[src/design/pressure_temperature_compensation_defines.svh]
// assertion macros for the compensation block
`ifndef PRESSURE_TEMPERATURE_COMPENSATION_DEFINES_SVH
`define PRESSURE_TEMPERATURE_COMPENSATION_DEFINES_SVH

// implication checked on every clock edge outside reset
`define PTC_ASSERT_IMP(label, ante, cons) \
  label: assert property (@(posedge clk_i) disable iff (!rst_ni) (ante) |-> (cons)) \
    else $error("assertion failed");

// next-cycle implication checked outside reset
`define PTC_ASSERT_NXT(label, ante, cons) \
  label: assert property (@(posedge clk_i) disable iff (!rst_ni) (ante) |=> (cons)) \
    else $error("assertion failed");

`endif

[src/design/ptc_pkg.sv]
//------------------------------------------------------------------------------
// ptc_pkg
// types, constants and helpers shared by the compensation modules
//------------------------------------------------------------------------------
`timescale 1ns / 1ps

package ptc_pkg;

  localparam int unsigned CfgWidth    = 48;
  localparam int unsigned CfgIdxWidth = 2;
  localparam int unsigned DivSteps    = 32;

  localparam logic [CfgIdxWidth-1:0] RegTemp   = 2'd0;
  localparam logic [CfgIdxWidth-1:0] RegPressA = 2'd1;
  localparam logic [CfgIdxWidth-1:0] RegPressB = 2'd2;
  localparam logic [CfgIdxWidth-1:0] RegPressC = 2'd3;

  typedef struct packed {
    logic [19:0] raw_temp_reading;
    logic [19:0] raw_press_reading;
  } ptc_in_t;

  typedef struct packed {
    logic signed [23:0] temperature_centi;
    logic [31:0]        pressure_pa;
    logic               pressure_invalid;
  } ptc_out_t;

  // pressure data passed from the front section to the divider
  typedef struct packed {
    logic [23:0] temp;
    logic [31:0] num;
    logic [31:0] den;
    logic        big;
    logic        invalid;
  } ptc_div_t;

  // coefficient set
  typedef struct packed {
    logic [31:0] t1, t2, t3;
    logic [31:0] p1, p2, p3, p4, p5, p6, p7, p8, p9;
  } ptc_coef_t;

  function automatic logic [31:0] sx16(input logic [15:0] v);
    return {{16{v[15]}}, v};
  endfunction

  function automatic logic [31:0] asr32(input logic [31:0] x, input int unsigned n);
    return 32'($signed(x) >>> n);
  endfunction

  function automatic logic [31:0] mul32(input logic [31:0] a, input logic [31:0] b);
    logic [63:0] p;
    p = a * b;
    return p[31:0];
  endfunction

endpackage

[src/design/ptc_back.sv]
//------------------------------------------------------------------------------
// ptc_back
// final pressure correction with p7..p9
//------------------------------------------------------------------------------
`timescale 1ns / 1ps

module ptc_back import ptc_pkg::*; (
  input  logic        clk_i,
  input  logic        rst_ni,
  input  logic        valid_i,
  input  ptc_div_t    data_i,
  input  logic [31:0] quot_i,
  input  ptc_coef_t   coef_i,
  output logic        valid_o,
  output ptc_out_t    data_o
);

  logic [2:0]  v_q;
  logic [23:0] t1_q, t2_q, t3_q;
  logic        i1_q, i2_q, i3_q;
  logic [31:0] p1_q, p2_q, sq_q, b_q, a_q, res_q;
  logic [31:0] p_d;

  assign p_d = data_i.big ? (quot_i << 1) : quot_i;

  always_ff @(posedge clk_i or negedge rst_ni) begin
    if (!rst_ni) begin
      v_q <= '0;
    end else begin
      v_q <= {v_q[1:0], valid_i};
    end
  end

  always_ff @(posedge clk_i) begin
    t1_q <= data_i.temp;
    i1_q <= data_i.invalid;
    p1_q <= p_d;
    sq_q <= mul32(p_d >> 3, p_d >> 3);
    b_q  <= asr32(mul32(p_d >> 2, coef_i.p8), 13);
    t2_q <= t1_q;
    i2_q <= i1_q;
    p2_q <= p1_q;
    a_q  <= asr32(mul32(coef_i.p9, sq_q >> 13), 12) + b_q;
    t3_q <= t2_q;
    i3_q <= i2_q;
    res_q <= i2_q ? '0 : p2_q + asr32(a_q + coef_i.p7, 4);
  end

  assign valid_o = v_q[2];
  assign data_o.temperature_centi = t3_q;
  assign data_o.pressure_pa       = res_q;
  assign data_o.pressure_invalid  = i3_q;

endmodule

[config.mk]
export PLATFORM = sky130hd
export DESIGN_NAME = ptc_back
export DESIGN_NICKNAME = d
export VERILOG_FILES = /design/src/design/pressure_temperature_compensation_defines.svh /design/src/design/ptc_pkg.sv /design/src/design/ptc_back.sv
export SDC_FILE = /design/constraint.sdc
export NUM_CORES = 2
export LEC_CHECK = 0
export BUFFER_PORTS_ARGS = -buffer_cell sky130_fd_sc_hd__buf_2
export CORE_MARGIN = 2
export CORE_UTILIZATION = 56
export DETAILED_ROUTE_END_ITERATION = 7
export GPL_TIMING_DRIVEN = 0
export PLACE_DENSITY = 0.82
export SLEW_MARGIN = 20
export SYNTH_ARGS = -nofsm -noshare
export SYNTH_HDL_FRONTEND = slang
export SYNTH_SLANG_ARGS = --single-unit
[constraint.sdc]
create_clock -name clk_i -period 6.5 [get_ports clk_i]
set_input_delay 0.975 -clock clk_i [delete_from_list [all_inputs] [get_ports clk_i]]
set_output_delay 0.975 -clock clk_i [all_outputs]
set_load 0.02 [all_outputs]
# --- Yosys cells after proc, flatten, opt, wreduce, memory -nomap -nowiden ---
# Index checks and enable logic that the tools add are counted.
# Widths: inputs -> output; s select.
word_totals:
  latchBits: 0
  inputBits: 509
  register_bits: 257
  out_inout_bits: 58
  mem_bits_rw: 0
  word_cells: 21
  mem_bits_ro: 0
  mem_count: 0
classes:
  mul: 3
  n_reduce_logical: 0
  div_mod_pow: 0
  magnitude_cmp: 0
  add_sub_neg: 3
  n_eq_ne: 0
  shifts: 0
  bitwise_logic: 0
  n_mux: 1
ops:
  columns: ["cell", "n"]
  rows:
  - ["$add 32x32->32", 2]
  - ["$mul 29x29->32", 1]
  - ["$mul 30x32->32", 1]
  - ["$mul 32x19->32", 1]
  - ["$mux 32", 1]
  - ["$add 20x19->21", 1]

# --- Depth between registers and ports, before layout ---
depth:
  depth_word: 2
  ltp_mapped: 33
  mapped_depth_nobuf: 31

# --- Worst setup path after synthesis ---
# OpenSTA, ideal clock, no wires.
synth_path:
  path_type: "input to register"
  startpoint: "input data_i[1] (netlist bit)"
  endpoint: "register sq_q[31]"
  arrival_time_ps: 8312
  slack_ps: -1933
  path_buffers: 4
  required_time_ps: 6379
  stages: 29
  setup_ps: 121
  cell_sequence: "buf_6 buf_4 mux2i_4 inv_2 clkbuf_1 buf_1 nand2_1 fa_1 inv_1 fa_1 inv_1 fa_1 fa_1 inv_1 fa_1 inv_1 fa_1 inv_1 fa_1 fa_1 ha_1 a21o_1 a21o_1 or2_2 o221ai_1 o2111ai_1 a311oi_1 o21bai_1 xnor2_1"
synth_via:
  elab_chain_len: 2
synth_rtl:
  columns: ["element", "line_no", "source"]
  rows:
  - ["from (decl)", "ptc_back.sv:11", "input ptc_div_t data_i,"]
  - ["$mux 32", "ptc_back.sv:24", "assign p_d = data_i.big ? (quot_i << 1) : quot_i;"]
  - ["named net p_d[16]", "ptc_back.sv:22", "logic [31:0] p_d;"]
  - ["$mul 29x29->32", "ptc_pkg.sv:54", "p = a * b;"]
  - ["to (signal assigned)", "ptc_back.sv:38", "sq_q <= mul32(p_d >> 3, p_d >> 3);"]
  - ["to (decl)", "ptc_back.sv:21", "logic [31:0] p1_q, p2_q, sq_q, b_q, a_q, res_q;"]
# The timed path passes the listed nets, and every way through them passes these cells.
# A chain may end at the register's enable or synchronous reset.

# --- Worst setup path after layout ---
layout_path:
  startpoint: "input data_i[1] (netlist bit)"
  endpoint: "register b_q[16]"
layout_via:
  elab_chain_len: 2
layout_rtl:
  columns: ["element", "line_no", "source"]
  rows:
  - ["$mux 32", "ptc_back.sv:24", null]
  - ["$mul 30x32->32", "ptc_pkg.sv:54", null]
  - ["to (signal assigned)", "ptc_back.sv:39", "b_q <= asr32(mul32(p_d >> 2, coef_i.p8), 13);"]
  - ["to (decl)", "ptc_back.sv:21", null]
# No other way between the ends.

==> reports/metrics.yaml <==
run_status: "complete, but fails checks"
violations: "setup timing"
critical_path.n_buffers_inverters: 9
routed_wirelength_um: 162000
clock_skew_ns: 0.0316
finalCritPeriodShare: 1.24
max_clock_freq_mhz: 124
slew_viol_final: 0
clk_root_buffer_cell: "sky130_fd_sc_hd__clkbuf_16"
slew_headroom: 0.237
launch_instance_of_the_worst_register_to_register_path: "sq_q[14]"
grt_pass1_vias: 43300
finish.instance_area_mm2: 0.0587
clkSinkCount: 233
routabilityCongestion: 1.00
antenna_found_initial: 14
numPortBuffers: 202
synth.lib_cells_used.distinct: 72
asyncSetResetFlopFracSynth: 0.0129
grt_start_max_net_pins: 18
starting_density_of_the_core: 0.566
fin_crit_ns: 8.06
die_height_um: 300
maxcap_viol_count: 0
final_common_cell: "sky130_fd_sc_hd__inv_1"
areaGrowthSynthToFinish_pct: 19.3
track_usage: 0.355
htreeDepth: 1
netlist_instances: 5359
antenna_violating_nets_post_route: 0
synthesis.area_per_instance_um2: 9.18
synth_seq_cells: 233
core.rowCount: 108
synthesis.nets: 7372
num_io_pins: 567
startpoint_type: "input port"
worstSetupEndpointType: "flop"
clock_path_buffers: 3
critPathRequiredTime_ns: 6.91
route.detailed.wl_per_inst_um: 23.2
post-route-worst-setup-slack_ns: -1.56
grt_pass1_wl_um: 239000
via_count: 40300
synth.yosys.warnings: 0
dpl-instance-area_mm2: 0.0526
drt-initial-drc-count: 4322
critical_path_arrival_ns: 8.47
post_drt_via_cell_ratio: 5.75
die_width_um: 300
timing_worst_setup_path_type: "input port to flop"
sequential_cell_area_mm2: 0.00473
clk_latency_ns: 0.56
launch_point_of_the_worst_path: "data_i[1]"
mappedNetlistArea_mm2: 0.0492
drc: 0
grt_setup_unrepaired: "yes"
detail_route.first_pass.iterations: 6
critical-path-top-delay-family: "adder cells"
critical_path_stages: 28
timing.reg2reg.setup_slack_ns: -0.96
path_clk_slew_ns: 0.06
crit_fanout: 10
cts_hold_repair.buffers: 0
ys_dominant_reg_cell: "sky130_fd_sc_hd__dfxtp_1"
finalNetCount: 7842
fillCellCount: 6064
tritoncts_clock_tree: "done"
cts_buffers: 24
finalHoldViolCount: 0
timing.critical_path.slowest_cell_delay_ns: 0.57
global_route.overflow_total: 0
worst_setup_endpoint: "b_q[16]"
place.detailed.hpwl_um: 118000
synth_edf_count: 0
final-setup-viol-count: 53
crit_path_frequent_cell: "sky130_fd_sc_hd__fa_1"
hold_path.class: "input port to asynchronous set/reset pin"
critical_path.slowest_cell: "sky130_fd_sc_hd__fa_1"
die_area_mm2: 0.0902
multi_input_logic_area_mm2: 0.0409
most-common-layout-cells: "sky130_fd_sc_hd__inv_1 (1304), sky130_fd_sc_hd__fa_1 (1058), sky130_fd_sc_hd__nand2_1 (691)"
worst-r2r-cell-count: 26
worstReg2RegEnd: "a_q[18]"
post_route_cells_drive_above_1_share: 0.191
worst_pin_slew_ns: 1.12
coreArea_mm2: 0.0869
synth-seq-area-share: 0.0951
-- metal layers --
layer,up-vias,track usage,part of all wire
li1,16500,-,-
met4,14,0.223,0.082
met1,19700,0.433,0.34
met5,-,0.0328,0.0026
met3,1008,0.125,0.15
met2,3074,0.535,0.43
-- kinds of logic after synthesis --
kind of cell | Yosys count | synth area share
buffers and inverters | 1582 | 0.121
DFF | 233 | 0.0951
AOI/OAI and AO/OA | 300 | 0.0405
and+or+nand+nor | 1486 | 0.140
xor gates and xnor gates | 221 | 0.0394
adders and majority gates | 1504 | 0.553
muxes | 33 | 0.0103
-- metrics by stage --
step                hold WS, ns  setup WS (ns)  setup TNS, ns  utilization  cells
finish                    0.207          -1.56         -46.47        0.675   7006
global route              0.195          -1.66         -54.24        0.675   7001
CTS                       0.190          -1.19         -31.18        0.658   6919
detailed placement        0.312          -2.75         -99.91        0.606   6716
global placement          0.310          -2.71         -97.41        0.606   6716
floorplan                 0.310          -1.32         -33.44            -   5359
-- registers in the layout (all words and copies together) (netlist names), 3 cells and up --
register / flops
t1_q: 24
t3_q: 24
b_q: 19
p1_q: 31
v_q: 3
t2_q: 24
res_q: 32
sq_q: 20
p2_q: 32
a_q: 21
-- worst min-delay path by stage --
stage	cells after the start	endpoint	slack [ns]	startpoint
6_report	1	v_q[1]	0.21	rst_ni
5_1_grt	1	v_q[1]	0.20	rst_ni
4_1_cts	1	v_q[1]	0.19	rst_ni
3_5_place_dp	0	p2_q[17]	0.31	p1_q[17]
3_3_place_gp	0	t3_q[19]	0.31	t2_q[19]
2_1_floorplan	0	i2_q	0.31	i1_q
-- synthesized netlist by cell type (5+ instances only) --
| cell | number | area share |
|---|---|---|
| sky130_fd_sc_hd__or2_2 | 6 | 0.00076 |
| sky130_fd_sc_hd__fa_1 | 1118 | 0.46 |
| sky130_fd_sc_hd__nor2_1 | 213 | 0.016 |
| sky130_fd_sc_hd__nand2b_1 | 13 | 0.0017 |
| sky130_fd_sc_hd__a31oi_1 | 10 | 0.0013 |
| sky130_fd_sc_hd__nand2_1 | 735 | 0.056 |
| sky130_fd_sc_hd__o211ai_1 | 13 | 0.0020 |
| sky130_fd_sc_hd__mux2i_1 | 10 | 0.0020 |
| sky130_fd_sc_hd__ha_1 | 386 | 0.098 |
| sky130_fd_sc_hd__and2_1 | 397 | 0.050 |
| sky130_fd_sc_hd__o21bai_1 | 11 | 0.0017 |
| sky130_fd_sc_hd__xnor2_1 | 164 | 0.029 |
| sky130_fd_sc_hd__nor2b_1 | 23 | 0.0029 |
| sky130_fd_sc_hd__mux2i_4 | 11 | 0.0050 |
| sky130_fd_sc_hd__inv_2 | 22 | 0.0017 |
| sky130_fd_sc_hd__nor3_1 | 34 | 0.0035 |
| sky130_fd_sc_hd__o21a_1 | 19 | 0.0029 |
| sky130_fd_sc_hd__clkbuf_1 | 186 | 0.014 |
| sky130_fd_sc_hd__xor2_1 | 57 | 0.010 |
| sky130_fd_sc_hd__buf_1 | 5 | 0.00038 |
| sky130_fd_sc_hd__o2111ai_1 | 5 | 0.00089 |
| sky130_fd_sc_hd__o21ai_0 | 35 | 0.0036 |
| sky130_fd_sc_hd__nand4_1 | 10 | 0.0013 |
| sky130_fd_sc_hd__a21boi_0 | 9 | 0.0014 |
| sky130_fd_sc_hd__o21ai_1 | 9 | 0.00092 |
| sky130_fd_sc_hd__and3_1 | 11 | 0.0014 |
| sky130_fd_sc_hd__nand3_1 | 17 | 0.0017 |
| sky130_fd_sc_hd__o31ai_1 | 5 | 0.00076 |
| sky130_fd_sc_hd__a21oi_1 | 87 | 0.0089 |
| sky130_fd_sc_hd__or3_1 | 11 | 0.0014 |
| sky130_fd_sc_hd__mux2i_2 | 10 | 0.0028 |
| sky130_fd_sc_hd__a211oi_1 | 16 | 0.0024 |
| sky130_fd_sc_hd__a21o_1 | 46 | 0.0070 |
| sky130_fd_sc_hd__inv_1 | 1363 | 0.10 |
| sky130_fd_sc_hd__dfxtp_1 | 230 | 0.094 |
| sky130_fd_sc_hd__and4_1 | 6 | 0.0011 |
-- area by class of cell --
class / instances / area share
multi-input combinational: 3544 / 0.696
inverter: 1385 / 0.0894
sequential: 233 / 0.0806
timing repair buffer: 452 / 0.0577
buffer: 189 / 0.0366
tap: 1155 / 0.0246
clock buffer: 25 / 0.0105
clock inverter: 18 / 0.00399
antenna: 5 / 0.000213
-- timing repair --
action                     in CTS  in global routing
gates cloned                    3                  0
setup buffers                 165                 87
gates resized for setup       538                223
hold endpoints to repair        0                  0
pin swaps                     159                156
setup endpoints to repair      58                 55
Power is not shown: default switching activity piles up to over one toggle a cycle in this logic, so the estimate is an artifact.
